`config.mk`:
```
export PLATFORM = sky130hd
export DESIGN_NAME = boundary_table_aligned_allocator
export DESIGN_NICKNAME = d
export VERILOG_FILES = /design/src/sv/bta_pkg.sv /design/src/sv/bta_ram.sv /design/src/sv/boundary_table_aligned_allocator.sv
export SDC_FILE = /design/constraint.sdc
export NUM_CORES = 2
export LEC_CHECK = 0
export ABC_AREA = 1
export BUFFER_PORTS_ARGS = -buffer_cell sky130_fd_sc_hd__buf_4
export CAP_MARGIN = 20
export CORE_UTILIZATION = 40
export DETAILED_ROUTE_END_ITERATION = 6
export SYNTH_ARGS = -nofsm -noshare
export SYNTH_HDL_FRONTEND = slang
export SYNTH_SLANG_ARGS = --single-unit
```
`constraint.sdc`:
```
create_clock -name i_clk -period 11.9 [get_ports i_clk]
set_input_delay 2.38 -clock i_clk [delete_from_list [all_inputs] [get_ports i_clk]]
set_output_delay 2.38 -clock i_clk [all_outputs]
set_load 0.05 [all_outputs]
```
`src/sv/bta_pkg.sv`:
```
package bta_pkg;

    localparam int ADDR_W  = 47;
    localparam int ALIGN_W = 23;
    localparam int ENTRY_W = ADDR_W + 1;
    localparam int STAT_W  = 3;
    localparam int CIDX_W  = 8;

    localparam logic [ALIGN_W-1:0] MIN_ALIGN = 23'h10;

    localparam logic [STAT_W-1:0] ST_OK       = 3'd0;
    localparam logic [STAT_W-1:0] ST_BAD      = 3'd1;
    localparam logic [STAT_W-1:0] ST_NOSPACE  = 3'd2;
    localparam logic [STAT_W-1:0] ST_FULL     = 3'd3;
    localparam logic [STAT_W-1:0] ST_NOTFOUND = 3'd4;

    localparam logic [CIDX_W-1:0] REG_HEAP_LOW  = 8'd0;
    localparam logic [CIDX_W-1:0] REG_HEAP_HIGH = 8'd1;

    localparam logic [0:0] CMD_ALLOC = 1'b0;

    typedef enum logic [4:0] {
        S_INIT0, S_INIT1, S_IDLE,
        S_A_TOP, S_A_TOPW, S_A_RD, S_A_CALC, S_A_CHECK,
        S_SH_RD, S_SH_WR, S_PLACE,
        S_F_RD, S_F_CHK,
        S_M_RD0, S_M_W0, S_M_RD, S_M_CHK, S_D_RD, S_D_WR,
        S_DONE
    } t_state;

endpackage

```
`src/sv/bta_ram.sv`:
```
module bta_ram #(
    parameter int WIDTH = 48,
    parameter int DEPTH = 64
) (
    input  logic                     i_clk,
    input  logic                     i_we,
    input  logic [$clog2(DEPTH)-1:0] i_waddr,
    input  logic [WIDTH-1:0]         i_wdata,
    input  logic [$clog2(DEPTH)-1:0] i_raddr,
    output logic [WIDTH-1:0]         o_rdata
);

    logic [WIDTH-1:0] r_mem [DEPTH];
    logic [WIDTH-1:0] r_rdata;

    always_ff @(posedge i_clk) begin
        if (i_we) begin
            r_mem[i_waddr] <= i_wdata;
        end
        r_rdata <= r_mem[i_raddr];
    end

    assign o_rdata = r_rdata;

endmodule

```
`src/sv/boundary_table_aligned_allocator.sv`:
```
// channel  direction  handshake                  payload
// in       input      i_in_valid / o_in_ready    cmd, alignment, request_size, block_address
// out      output     o_out_valid / i_out_ready  granted_address, status
// cfg      input      i_cfg_valid / o_cfg_ready  cfg_index, cfg_data
//
// one item at a time; the boundary table sits in a single ram with a registered read.
// an allocate scans the regions from the top of the table down, a free scans the
// entries for the block and then checks neighbours for a merge, and an insert or
// merge shift moves the entries one place at a time.
// reset or a heap_low/heap_high write rebuilds the two heap entries in S_INIT0 and S_INIT1.
// a finished result waits in the output register while the next item is accepted.
module boundary_table_aligned_allocator #(
    parameter int TABLE_DEPTH   = 64,
    parameter int MAX_ALIGNMENT = 4194304
) (
    input  logic                        i_clk,
    input  logic                        i_rst_n,
    input  logic                        i_in_valid,
    output logic                        o_in_ready,
    input  logic                        i_cmd,
    input  logic [bta_pkg::ALIGN_W-1:0] i_alignment,
    input  logic [bta_pkg::ADDR_W-1:0]  i_request_size,
    input  logic [bta_pkg::ADDR_W-1:0]  i_block_address,
    output logic                        o_out_valid,
    input  logic                        i_out_ready,
    output logic [bta_pkg::ADDR_W-1:0]  o_granted_address,
    output logic [bta_pkg::STAT_W-1:0]  o_status,
    input  logic                        i_cfg_valid,
    output logic                        o_cfg_ready,
    input  logic [bta_pkg::CIDX_W-1:0]  i_cfg_index,
    input  logic [bta_pkg::ADDR_W-1:0]  i_cfg_data
);

    localparam int IW = $clog2(TABLE_DEPTH);
    localparam int CW = $clog2(TABLE_DEPTH + 1);
    localparam int AW = bta_pkg::ADDR_W;
    localparam int EW = bta_pkg::ENTRY_W;
    localparam int GW = bta_pkg::ALIGN_W;
    localparam int SW = bta_pkg::STAT_W;

    bta_pkg::t_state r_state, n_state;
    logic [IW-1:0] r_i, n_i, r_j, n_j;
    logic [CW-1:0] r_cnt, n_cnt;
    logic [AW-1:0] r_size, n_size, r_addr, n_addr, r_e, n_e, r_b, n_b;
    logic [AW-1:0] r_place, n_place, r_grant, n_grant;
    logic [GW-1:0] r_mask, n_mask;
    logic [AW:0]   r_diff, n_diff, r_tail, n_tail;
    logic          r_bused, n_bused, r_bge, n_bge, r_pused, n_pused, r_ins, n_ins;
    logic [SW-1:0] r_st, n_st;
    logic          r_ovalid, n_ovalid;
    logic [AW-1:0] r_ogrant, n_ogrant;
    logic [SW-1:0] r_ost, n_ost;
    logic [AW-1:0] r_heap_low, n_heap_low, r_heap_high, n_heap_high;

    logic          ram_we;
    logic [IW-1:0] ram_waddr, ram_raddr;
    logic [EW-1:0] ram_wdata, ram_rdata;

    logic          in_acc, cfg_acc, bad;
    logic [GW-1:0] align_m;
    logic [AW:0]   rem, need, cand;
    logic [CW-1:0] i_p1, j_p1;

    bta_ram #(.WIDTH(EW), .DEPTH(TABLE_DEPTH)) u_ram (
        .i_clk  (i_clk),
        .i_we   (ram_we),
        .i_waddr(ram_waddr),
        .i_wdata(ram_wdata),
        .i_raddr(ram_raddr),
        .o_rdata(ram_rdata)
    );

    assign o_cfg_ready = (r_state == bta_pkg::S_IDLE);
    assign o_in_ready  = (r_state == bta_pkg::S_IDLE) && !i_cfg_valid;
    assign cfg_acc     = i_cfg_valid && o_cfg_ready;
    assign in_acc      = i_in_valid && o_in_ready;

    assign o_out_valid       = r_ovalid;
    assign o_granted_address = r_ogrant;
    assign o_status          = r_ost;

    assign bad = (i_alignment == '0) || ({9'd0, i_alignment} > 32'(MAX_ALIGNMENT))
              || ((i_alignment & (i_alignment - GW'(1))) != '0) || (i_request_size == '0);
    assign align_m = ((i_alignment < bta_pkg::MIN_ALIGN) ? bta_pkg::MIN_ALIGN : i_alignment)
                   - GW'(1);

    assign rem  = (AW+1)'(r_tail[GW-1:0] & r_mask);
    assign need = {1'b0, r_size} + rem;
    assign cand = r_tail - rem;
    assign i_p1 = CW'(r_i) + CW'(1);
    assign j_p1 = CW'(r_j) + CW'(1);

    // next state and datapath registers
    always_comb begin
        n_state = r_state;
        n_i = r_i;   n_j = r_j;   n_cnt = r_cnt;
        n_size = r_size; n_addr = r_addr; n_e = r_e; n_b = r_b;
        n_place = r_place; n_grant = r_grant; n_mask = r_mask;
        n_diff = r_diff; n_tail = r_tail; n_bused = r_bused; n_bge = r_bge;
        n_pused = r_pused; n_ins = r_ins; n_st = r_st;
        n_ovalid = r_ovalid && !i_out_ready;
        n_ogrant = r_ogrant; n_ost = r_ost;
        n_heap_low = r_heap_low; n_heap_high = r_heap_high;
        unique case (r_state)
            bta_pkg::S_INIT0: n_state = bta_pkg::S_INIT1;
            bta_pkg::S_INIT1: begin
                n_cnt   = CW'(2);
                n_state = bta_pkg::S_IDLE;
            end
            bta_pkg::S_IDLE: begin
                if (cfg_acc) begin
                    if (i_cfg_index == bta_pkg::REG_HEAP_LOW) begin
                        n_heap_low = i_cfg_data;
                        n_state    = bta_pkg::S_INIT0;
                    end else if (i_cfg_index == bta_pkg::REG_HEAP_HIGH) begin
                        n_heap_high = i_cfg_data;
                        n_state     = bta_pkg::S_INIT0;
                    end
                end else if (in_acc) begin
                    n_size  = i_request_size;
                    n_addr  = i_block_address;
                    n_mask  = align_m;
                    n_grant = '0;
                    n_i     = '0;
                    if (i_cmd != bta_pkg::CMD_ALLOC) begin
                        n_state = bta_pkg::S_F_RD;
                    end else if (bad) begin
                        n_st    = bta_pkg::ST_BAD;
                        n_state = bta_pkg::S_DONE;
                    end else begin
                        n_state = bta_pkg::S_A_TOP;
                    end
                end
            end
            bta_pkg::S_A_TOP: n_state = bta_pkg::S_A_TOPW;
            bta_pkg::S_A_TOPW: begin
                n_e     = ram_rdata[AW-1:0];
                n_i     = IW'(r_cnt - CW'(1));
                n_state = bta_pkg::S_A_RD;
            end
            bta_pkg::S_A_RD: begin
                if (r_i == '0) begin
                    n_st    = bta_pkg::ST_NOSPACE;
                    n_state = bta_pkg::S_DONE;
                end else begin
                    n_state = bta_pkg::S_A_CALC;
                end
            end
            bta_pkg::S_A_CALC: begin
                n_b     = ram_rdata[AW-1:0];
                n_bused = ram_rdata[EW-1];
                n_bge   = ram_rdata[AW-1:0] >= r_e;
                n_diff  = {1'b0, r_e} - {1'b0, ram_rdata[AW-1:0]};
                n_tail  = {1'b0, r_e} - {1'b0, r_size};
                n_state = bta_pkg::S_A_CHECK;
            end
            bta_pkg::S_A_CHECK: begin
                if (!r_bused && r_bge) begin
                    n_st    = bta_pkg::ST_NOSPACE;
                    n_state = bta_pkg::S_DONE;
                end else if (!r_bused && ({1'b0, r_size} <= r_diff) && (need <= r_diff)) begin
                    n_place = cand[AW-1:0];
                    n_ins   = cand[AW-1:0] != r_b;
                    if (cand[AW-1:0] == '0) begin
                        n_st    = bta_pkg::ST_NOSPACE;
                        n_state = bta_pkg::S_DONE;
                    end else if (cand[AW-1:0] != r_b) begin
                        if (r_cnt >= CW'(TABLE_DEPTH)) begin
                            n_st    = bta_pkg::ST_FULL;
                            n_state = bta_pkg::S_DONE;
                        end else begin
                            n_j     = IW'(r_cnt - CW'(1));
                            n_state = bta_pkg::S_SH_RD;
                        end
                    end else begin
                        n_i     = r_i - IW'(1);
                        n_state = bta_pkg::S_PLACE;
                    end
                end else begin
                    n_e     = r_b;
                    n_i     = r_i - IW'(1);
                    n_state = bta_pkg::S_A_RD;
                end
            end
            bta_pkg::S_SH_RD: n_state = bta_pkg::S_SH_WR;
            bta_pkg::S_SH_WR: begin
                if (r_j == r_i) begin
                    n_state = bta_pkg::S_PLACE;
                end else begin
                    n_j     = r_j - IW'(1);
                    n_state = bta_pkg::S_SH_RD;
                end
            end
            bta_pkg::S_PLACE: begin
                if (r_ins) begin
                    n_cnt = r_cnt + CW'(1);
                end
                n_grant = r_place;
                n_st    = bta_pkg::ST_OK;
                n_state = bta_pkg::S_DONE;
            end
            bta_pkg::S_F_RD: begin
                if (i_p1 >= r_cnt) begin
                    n_st    = bta_pkg::ST_NOTFOUND;
                    n_state = bta_pkg::S_M_RD0;
                end else begin
                    n_state = bta_pkg::S_F_CHK;
                end
            end
            bta_pkg::S_F_CHK: begin
                if (ram_rdata[EW-1] && (ram_rdata[AW-1:0] == r_addr)) begin
                    n_st    = bta_pkg::ST_OK;
                    n_state = bta_pkg::S_M_RD0;
                end else begin
                    n_i     = r_i + IW'(1);
                    n_state = bta_pkg::S_F_RD;
                end
            end
            bta_pkg::S_M_RD0: n_state = bta_pkg::S_M_W0;
            bta_pkg::S_M_W0: begin
                n_pused = ram_rdata[EW-1];
                n_i     = IW'(1);
                n_state = bta_pkg::S_M_RD;
            end
            bta_pkg::S_M_RD: begin
                n_state = (i_p1 >= r_cnt) ? bta_pkg::S_DONE : bta_pkg::S_M_CHK;
            end
            bta_pkg::S_M_CHK: begin
                if (r_pused || ram_rdata[EW-1]) begin
                    n_pused = ram_rdata[EW-1];
                    n_i     = r_i + IW'(1);
                end else begin
                    n_j = r_i;
                end
                n_state = (r_pused || ram_rdata[EW-1]) ? bta_pkg::S_M_RD : bta_pkg::S_D_RD;
            end
            bta_pkg::S_D_RD: begin
                // entries above the dropped boundary slide down one place
                if (j_p1 >= r_cnt) begin
                    n_cnt   = r_cnt - CW'(1);
                    n_state = bta_pkg::S_M_RD;
                end else begin
                    n_state = bta_pkg::S_D_WR;
                end
            end
            bta_pkg::S_D_WR: begin
                n_j     = r_j + IW'(1);
                n_state = bta_pkg::S_D_RD;
            end
            bta_pkg::S_DONE: begin
                if (!r_ovalid || i_out_ready) begin
                    n_ovalid = 1'b1;
                    n_ogrant = r_grant;
                    n_ost    = r_st;
                    n_state  = bta_pkg::S_IDLE;
                end
            end
            default: n_state = bta_pkg::S_IDLE;
        endcase
    end

    // table ram control
    always_comb begin
        ram_we    = 1'b0;
        ram_waddr = '0;
        ram_wdata = '0;
        ram_raddr = '0;
        unique case (r_state)
            bta_pkg::S_INIT0: begin
                ram_we    = 1'b1;
                ram_wdata = {1'b0, r_heap_low};
            end
            bta_pkg::S_INIT1: begin
                ram_we    = 1'b1;
                ram_waddr = IW'(1);
                ram_wdata = {1'b0, r_heap_high};
            end
            bta_pkg::S_A_TOP: ram_raddr = IW'(r_cnt - CW'(1));
            bta_pkg::S_A_RD:  ram_raddr = r_i - IW'(1);
            bta_pkg::S_SH_RD: ram_raddr = r_j;
            bta_pkg::S_SH_WR: begin
                ram_we    = 1'b1;
                ram_waddr = r_j + IW'(1);
                ram_wdata = ram_rdata;
            end
            bta_pkg::S_PLACE: begin
                ram_we    = 1'b1;
                ram_waddr = r_i;
                ram_wdata = {1'b1, r_place};
            end
            bta_pkg::S_F_RD: ram_raddr = r_i;
            bta_pkg::S_F_CHK: begin
                ram_we    = ram_rdata[EW-1] && (ram_rdata[AW-1:0] == r_addr);
                ram_waddr = r_i;
                ram_wdata = {1'b0, ram_rdata[AW-1:0]};
            end
            bta_pkg::S_M_RD0: ram_raddr = '0;
            bta_pkg::S_M_RD:  ram_raddr = r_i;
            bta_pkg::S_D_RD:  ram_raddr = r_j + IW'(1);
            bta_pkg::S_D_WR: begin
                ram_we    = 1'b1;
                ram_waddr = r_j;
                ram_wdata = ram_rdata;
            end
            default: ram_we = 1'b0;
        endcase
    end

    always_ff @(posedge i_clk) begin
        if (!i_rst_n) begin
            r_state     <= bta_pkg::S_INIT0;
            r_cnt       <= CW'(2);
            r_ovalid    <= 1'b0;
            r_heap_low  <= 47'h0000_8000_2000;
            r_heap_high <= 47'h7FFF_FFFF_F000;
        end else begin
            r_state     <= n_state;
            r_cnt       <= n_cnt;
            r_ovalid    <= n_ovalid;
            r_heap_low  <= n_heap_low;
            r_heap_high <= n_heap_high;
        end
    end

    always_ff @(posedge i_clk) begin
        r_i <= n_i;     r_j <= n_j;
        r_size <= n_size; r_addr <= n_addr; r_e <= n_e; r_b <= n_b;
        r_place <= n_place; r_grant <= n_grant; r_mask <= n_mask;
        r_diff <= n_diff; r_tail <= n_tail; r_bused <= n_bused; r_bge <= n_bge;
        r_pused <= n_pused; r_ins <= n_ins; r_st <= n_st;
        r_ogrant <= n_ogrant; r_ost <= n_ost;
    end

endmodule
```
Yosys cells after proc, flatten, opt, wreduce, memory -nomap -nowiden
Memories as Yosys holds them, arrays and structs flattened. A register that Yosys moved wholly into a read port is not among the register bits.
Cells that the tools add are included.
{"block": "op_classes", "add_sub_neg": 14, "eq_ne": 50, "muxes": 70, "reduce_logical": 48, "order_cmp": 8, "n_bitwise": 5}
{"op": "$pmux 48 s5", "n": 1}
{"op": "$mux 47", "n": 4}
{"op": "$pmux 47 s2", "n": 2}
{"op": "$pmux 5 s19", "n": 1}
{"op": "$logic_not 47->1", "n": 2}
{"op": "$mux 6", "n": 15}
{"op": "$mux 5", "n": 15}
{"op": "$add 47x23->48", "n": 1}
{"op": "$le 47x48->1", "n": 1}
{"op": "$le 48x48->1", "n": 1}
{"op": "$pmux 6 s4", "n": 2}
{"op": "$sub 47x47->48", "n": 1}
{"op": "$eq 47x47->1", "n": 1}
{"op": "$ge 47x47->1", "n": 1}
{"op": "$ne 47x47->1", "n": 1}
{"op": "$sub 47x23->47", "n": 1}
{"op": "$sub 47x47->47", "n": 1}
{"op": "$and 23x23->23", "n": 2}
{"op": "$sub 23x1->23 const B", "n": 2}
{"op": "$eq 5x4->1 const B", "n": 8}
{"op": "$mux 3", "n": 13}
{"op": "$ne 2x2->1 const B", "n": 18}
{"op": "$pmux 6 s6", "n": 1}
{"op": "$pmux 6 s5", "n": 1}
{"op": "other kinds (47)", "n": 99}
{"block": "word_totals", "reg_bits": 576, "elab_cells": 219, "n_memories": 1, "ram_bits": 3072, "output_inout_bits": 53, "in_bits": 178}
{"memory": "u_ram.r_mem", "depth": 64, "word_bits": 48, "read_ports": 1, "rd_clocked_by_memory_dff": 1, "write_ports": 1, "line": "bta_ram.sv:13", "text": "logic [WIDTH-1:0] r_mem [DEPTH];"}

Longest topological paths before layout
{"block": "depth", "depth_word": 10, "ltp_mapped": 32, "ltp_nobuf": 32}

Modules after synthesis
Synthesis repeated with hierarchy kept, for this count alone.
{"block": "hier_totals", "hier_cells": 14266, "area_unflattened_um2": 159420.4}
{"module": "bta_ram", "cells_per_inst": 10129, "instances": 1, "seq_area_each_um2": 93209.4, "area_each_um2": 124356.8}
{"module": "boundary_table_aligned_allocator", "cells_per_inst": 4137, "instances": 1, "seq_area_each_um2": 16225.6, "area_each_um2": 35063.6}

Worst setup path before layout
Ideal clock, no wire load.
{"block": "synth_path", "path_type": "flip-flop to flip-flop", "startpoint": "register r_state[2]", "endpoint": "register r_state[1]", "t_arrival_ps": 11643, "path_slack_ps": 176, "required_time_ps": 11819, "n_path_buf": 0, "stages_incl_launch_ff": 9, "synth_period_minus_slack_ps": 11724, "setup_ps": 81, "path_cell_list": "dfxtp_1 > inv_1 > nor2_1 > inv_1 > nor3_1 > nor4_1 > nand4_1 > nor2_1 > a41oi_1"}
{"block": "synth_via", "elab_chain_len": 5, "elab_cells_between_ends": 28, "classes_between": "eq/ne (21); mux (2); reduce/logical (5)"}
{"item": "start: declaration", "line": "boundary_table_aligned_allocator.sv:41", "text": "bta_pkg::t_state r_state, n_state;"}
{"item": "start signal: assignment", "line": "boundary_table_aligned_allocator.sv:311", "text": "r_state <= bta_pkg::S_INIT0;"}
{"item": "start signal: assignment", "line": "boundary_table_aligned_allocator.sv:317", "text": "r_state <= n_state;"}
{"item": "parallel branches: the longest is 5 deep, another holds $pmux 5 s19"}
Parallel ways; which one is timed is not known.
A chain may end at the register's enable or synchronous reset.

Worst setup path after layout
{"block": "layout_path", "startpoint": "register r_tail[11]", "endpoint": "register r_place[30] (enable)"}
{"block": "layout_via", "elab_chain_len": 5}
{"item": "start: declaration", "line": "boundary_table_aligned_allocator.sv:47", "text": "logic [AW:0] r_diff, n_diff, r_tail, n_tail;"}
{"item": "start signal: assignment", "line": "boundary_table_aligned_allocator.sv:329", "text": "r_diff <= n_diff; r_tail <= n_tail; r_bused <= n_bused; r_bge <= n_bge;"}
{"item": "$and 23x23->23", "line": "boundary_table_aligned_allocator.sv:87", "text": "assign rem = (AW+1)'(r_tail[GW-1:0] & r_mask);"}
{"item": "$add 47x23->48", "line": "boundary_table_aligned_allocator.sv:88", "text": "assign need = {1'b0, r_size} + rem;"}
{"item": "$le 48x48->1", "line": "boundary_table_aligned_allocator.sv:161", "text": "end else if (!r_bused && ({1'b0, r_size} <= r_diff) && (need <= r_diff)) begin"}
{"item": "$logic_and 1x1->1", "line": "boundary_table_aligned_allocator.sv:161"}
{"item": "$reduce_and 3->1 (no line)"}
{"item": "end signal: assignment", "line": "boundary_table_aligned_allocator.sv:328", "text": "r_place <= n_place; r_grant <= n_grant; r_mask <= n_mask;"}
{"item": "end: declaration", "line": "boundary_table_aligned_allocator.sv:45", "text": "logic [AW-1:0] r_place, n_place, r_grant, n_grant;"}
No other way between the ends.

==> flow_metrics.py <==
metrics = {
    "power_and_ir_drop": {
        "peakVddDrop_mv": 0.168,
        "p_leak_nw": 59.2,
        "powerDensity_mw_per_mm2": 218,
    },
    "setup_path": {
        "path_max_fanout": 35,
        "worst-setup-path-type": "flip-flop to flip-flop",
        "critical-path-top-delay-family": "simple AND/OR/NAND/NOR gates",
        "worstRegToRegCells": 26,
        "r2r_slack_ns": 4.87,
        "cp-start-kind": "flip-flop",
        "critPathBufInv": 2,
        "arrival_ns": 7.62,
        "cp.required_ns": 12.49,
        "critPathMaxStageDelay_ns": 0.91,
        "rr_startpoint": "r_tail[11]$_DFFE_PP_",
        "worst_path_max_delay_cell": "nor3_2",
        "critPathLaunch": "r_tail[11]$_DFFE_PP_",
        "regToRegEndpoint": "r_place[30]$_DFFE_PP_",
        "cpMostUsedCell": "nand2_1",
        "worstSetupEndpointType": "flip-flop",
    },
    "die": {
        "die_h_um": 632,
        "coreArea_mm2": 0.394,
        "start_util_pct": 40.3,
        "dieWidth_um": 632,
        "io_pins": 231,
        "rows": 230,
        "die-area_mm2": 0.399,
    },
    "logic_synthesis": {
        "yosysTopAreaCell": "edfxtp_1",
        "seq_area_frac_synth_pct": 68.9,
        "synth_area_mm2": 0.159,
        "synth.top_cell.area_share_pct": 67.0,
        "synth_cell_types": 68,
        "syn_avg_cell_area_um2": 13.5,
        "synth.most_common_cell": "edfxtp_1",
        "syn_nets": 12100,
        "synth_edf_count": 3541,
        "synth_area_leaders": "edfxtp_1 67%, o211ai_1 7.3%, mux2i_1 4.8%, or2_0 2.9%, nand2_1 2.0%",
        "ys_async_sr_fraction_pct": 0,
        "ys_ff_latch": 3696,
        "synthTopCellsByCount": "3541 x edfxtp_1, 1549 x o211ai_1, 860 x nand2_1",
        "synthFlopType": "edfxtp_1",
        "synth-warning-count": 0,
        "netlist_instances": 11700,
    },
    "drt": {
        "wl_per_cell_um": 29.8,
        "first_pass_iters": 7,
        "via_count": 101000,
        "routed_wl_mm": 521,
        "ant_nets": 0,
        "via_per_inst": 5.79,
        "drt-initial-drc-count": 11000,
        "drc": 11,
    },
    "status": {
        "violations": "design-rule violations",
        "status": "complete, but fails checks",
    },
    "sta": {
        "relSlewSlack_pct": 4.62,
        "setup_tns_ns": 0,
        "rsz0062_at_grt": "no",
        "slew_viol_final": 0,
        "fmax_ghz": 0.142,
        "hold_viol": 0,
        "finClkSkew_ns": 0.0883,
        "worstMarginPinSlew_ns": 1.43,
        "finalCritPeriodShare_pct": 59.1,
        "finalSetupViolations": 0,
        "finalCriticalPeriod_ns": 7.03,
    },
    "clock_tree": {
        "clockRootBuffer": "clkbuf_16",
        "cts.repair.resized": 0,
        "path_clk_slew_ns": 0.07,
        "clock_path_buffers": 4,
        "htreeDepth": 5,
        "cts_sinks": 3696,
        "cts_made_buffers": 383,
        "post-cts-setup-buffer-count": 0,
        "ctsHoldBuffers": 0,
        "cts_tree": "done",
        "clk_latency_ns": 1.00,
    },
    "layout": {
        "nNetsFinal": 12300,
        "areaGrowthSynthToFinish_pct": 13.4,
        "layout-drive-gt1-share_pct": 9.92,
        "post-route-util_pct": 45.7,
    },
    "global_route": {
        "grt_max_degree": 201,
        "grt_usage_pct": 25.4,
        "antenna_found_initial": 24,
        "grt_pass1_vias": 98900,
        "grt-ovfl-total": 0,
        "grt_pass1_wl_mm": 734,
    },
    "placed_design": {
        "dp_hpwl_mm": 322,
        "gp_congestion": 1.03,
        "portBuffers": 230,
    },
    "hold_path": {
        "holdCritStartpoint": "r_grant[23]$_SDFFCE_PP0P_",
        "hold_class": "flip-flop to flip-flop",
        "hold_depth": 0,
        "holdPathEnd": "o_granted_address[23]$_DFFE_PP_",
    },
    "run": {
        "maxCapViolations": 0,
    },
}
[how the worst max path moves through the flow]
stage,end,cells past startpoint
6_report,r_place[30]$_DFFE_PP_,26
5_1_grt,r_place[30]$_DFFE_PP_,27
4_1_cts,r_place[30]$_DFFE_PP_,27
3_5_place_dp,r_place[30]$_DFFE_PP_,27
3_3_place_gp,r_place[30]$_DFFE_PP_,27
2_1_floorplan,r_state[1]$_SDFFE_PN0P_,8
[stage by stage]
stage / setup slack (ns) / hold WS, ns / total power, mW / instance area [um^2] / instances
2_1_floorplan: 0.176 / 0.400 / 22.6 / 159000 / 11700
3_3_place_gp: 4.70 / 0.406 / 27.0 / 167000 / 16700
3_5_place_dp: 4.86 / 0.405 / 27.1 / 167000 / 16700
4_1_cts: 4.80 / 0.420 / 39.3 / 180000 / 17400
5_1_grt: 4.33 / 0.427 / 40.5 / 180000 / 17400
6_report: 4.87 / 0.419 / 39.3 / 180000 / 17400
[registers in the layout, summed over array words and instances (netlist names), 3 cells and up]
register / count
r_j: 6
r_state: 5
r_size: 47
r_place: 47
o_status: 3
r_heap_low: 47
o_granted_address: 47
r_diff: 48
r_i: 6
r_grant: 47
r_cnt: 7
r_addr: 47
r_b: 47
u_ram.r_mem: 3072
r_tail: 47
r_e: 47
r_mask: 23
r_heap_high: 47
r_st: 3
u_ram.o_rdata: 48
[final cells by class]
| cell class | instances | area (um^2) |
|---|---|---|
| fillers | 34700 | 214000 |
| flip-flops and latches | 3696 | 109000 |
| multi-input cells | 6670 | 45000 |
| clock buffers | 452 | 9970 |
| well taps | 5220 | 6530 |
| repair buffers | 459 | 3690 |
| clock inverters | 247 | 2740 |
| inverters | 691 | 2620 |
| diodes | 10 | 25.0 |
[cell usage in the layout, fill, tap and decap left out, types with 18 or more instances in the layout]
cell / count
nand4_1: 53
xor2_1: 127
nor2_4: 67
or2_1: 34
o211ai_1: 1549
or2_0: 732
nor2_1: 439
mux2i_1: 768
o2111ai_4: 20
clkinvlp_4: 21
nor3_1: 62
dfxtp_1: 155
clkbuf_1: 61
ha_1: 233
o21ai_4: 29
clkbuf_16: 387
buf_4: 440
clkinv_2: 74
a21oi_1: 274
xnor2_1: 62
o21ai_0: 449
buf_12: 18
o21a_1: 27
clkinv_1: 76
a31oi_1: 29
nor4_1: 37
inv_1: 668
o21ai_1: 172
bufinv_16: 49
edfxtp_1: 3541
a221oi_1: 31
a211oi_1: 20
nand2_1: 857
nand3_1: 445
[kinds of logic after synthesis]
logic type | share of synthesized area (%)
DFF | 68.9
and+or+nand+nor | 8.42
AOI/OAI and AO/OA | 11.4
buffers and inverters | 3.48
muxes | 4.84
adders and majority gates | 1.87
xor gates and xnor gates | 1.09
other | 0.00236
[power breakdown]
group          internal, mW  leakage, nW  switching [mW]
combinational          2.68         20.0            7.88
clock                  7.07         6.17            5.19
sequential             16.1         33.1           0.286
[metal layers]
layer	vias up	part of all wire [%]	track usage (%)
met4	2	4.1	9.71
met3	752	6.8	3.73
li1	44600	-	-
met2	4071	47	41.6
met5	-	0.0025	0
met1	51600	42	34.2
No activity file was read; power rests on OpenSTA's default activity.
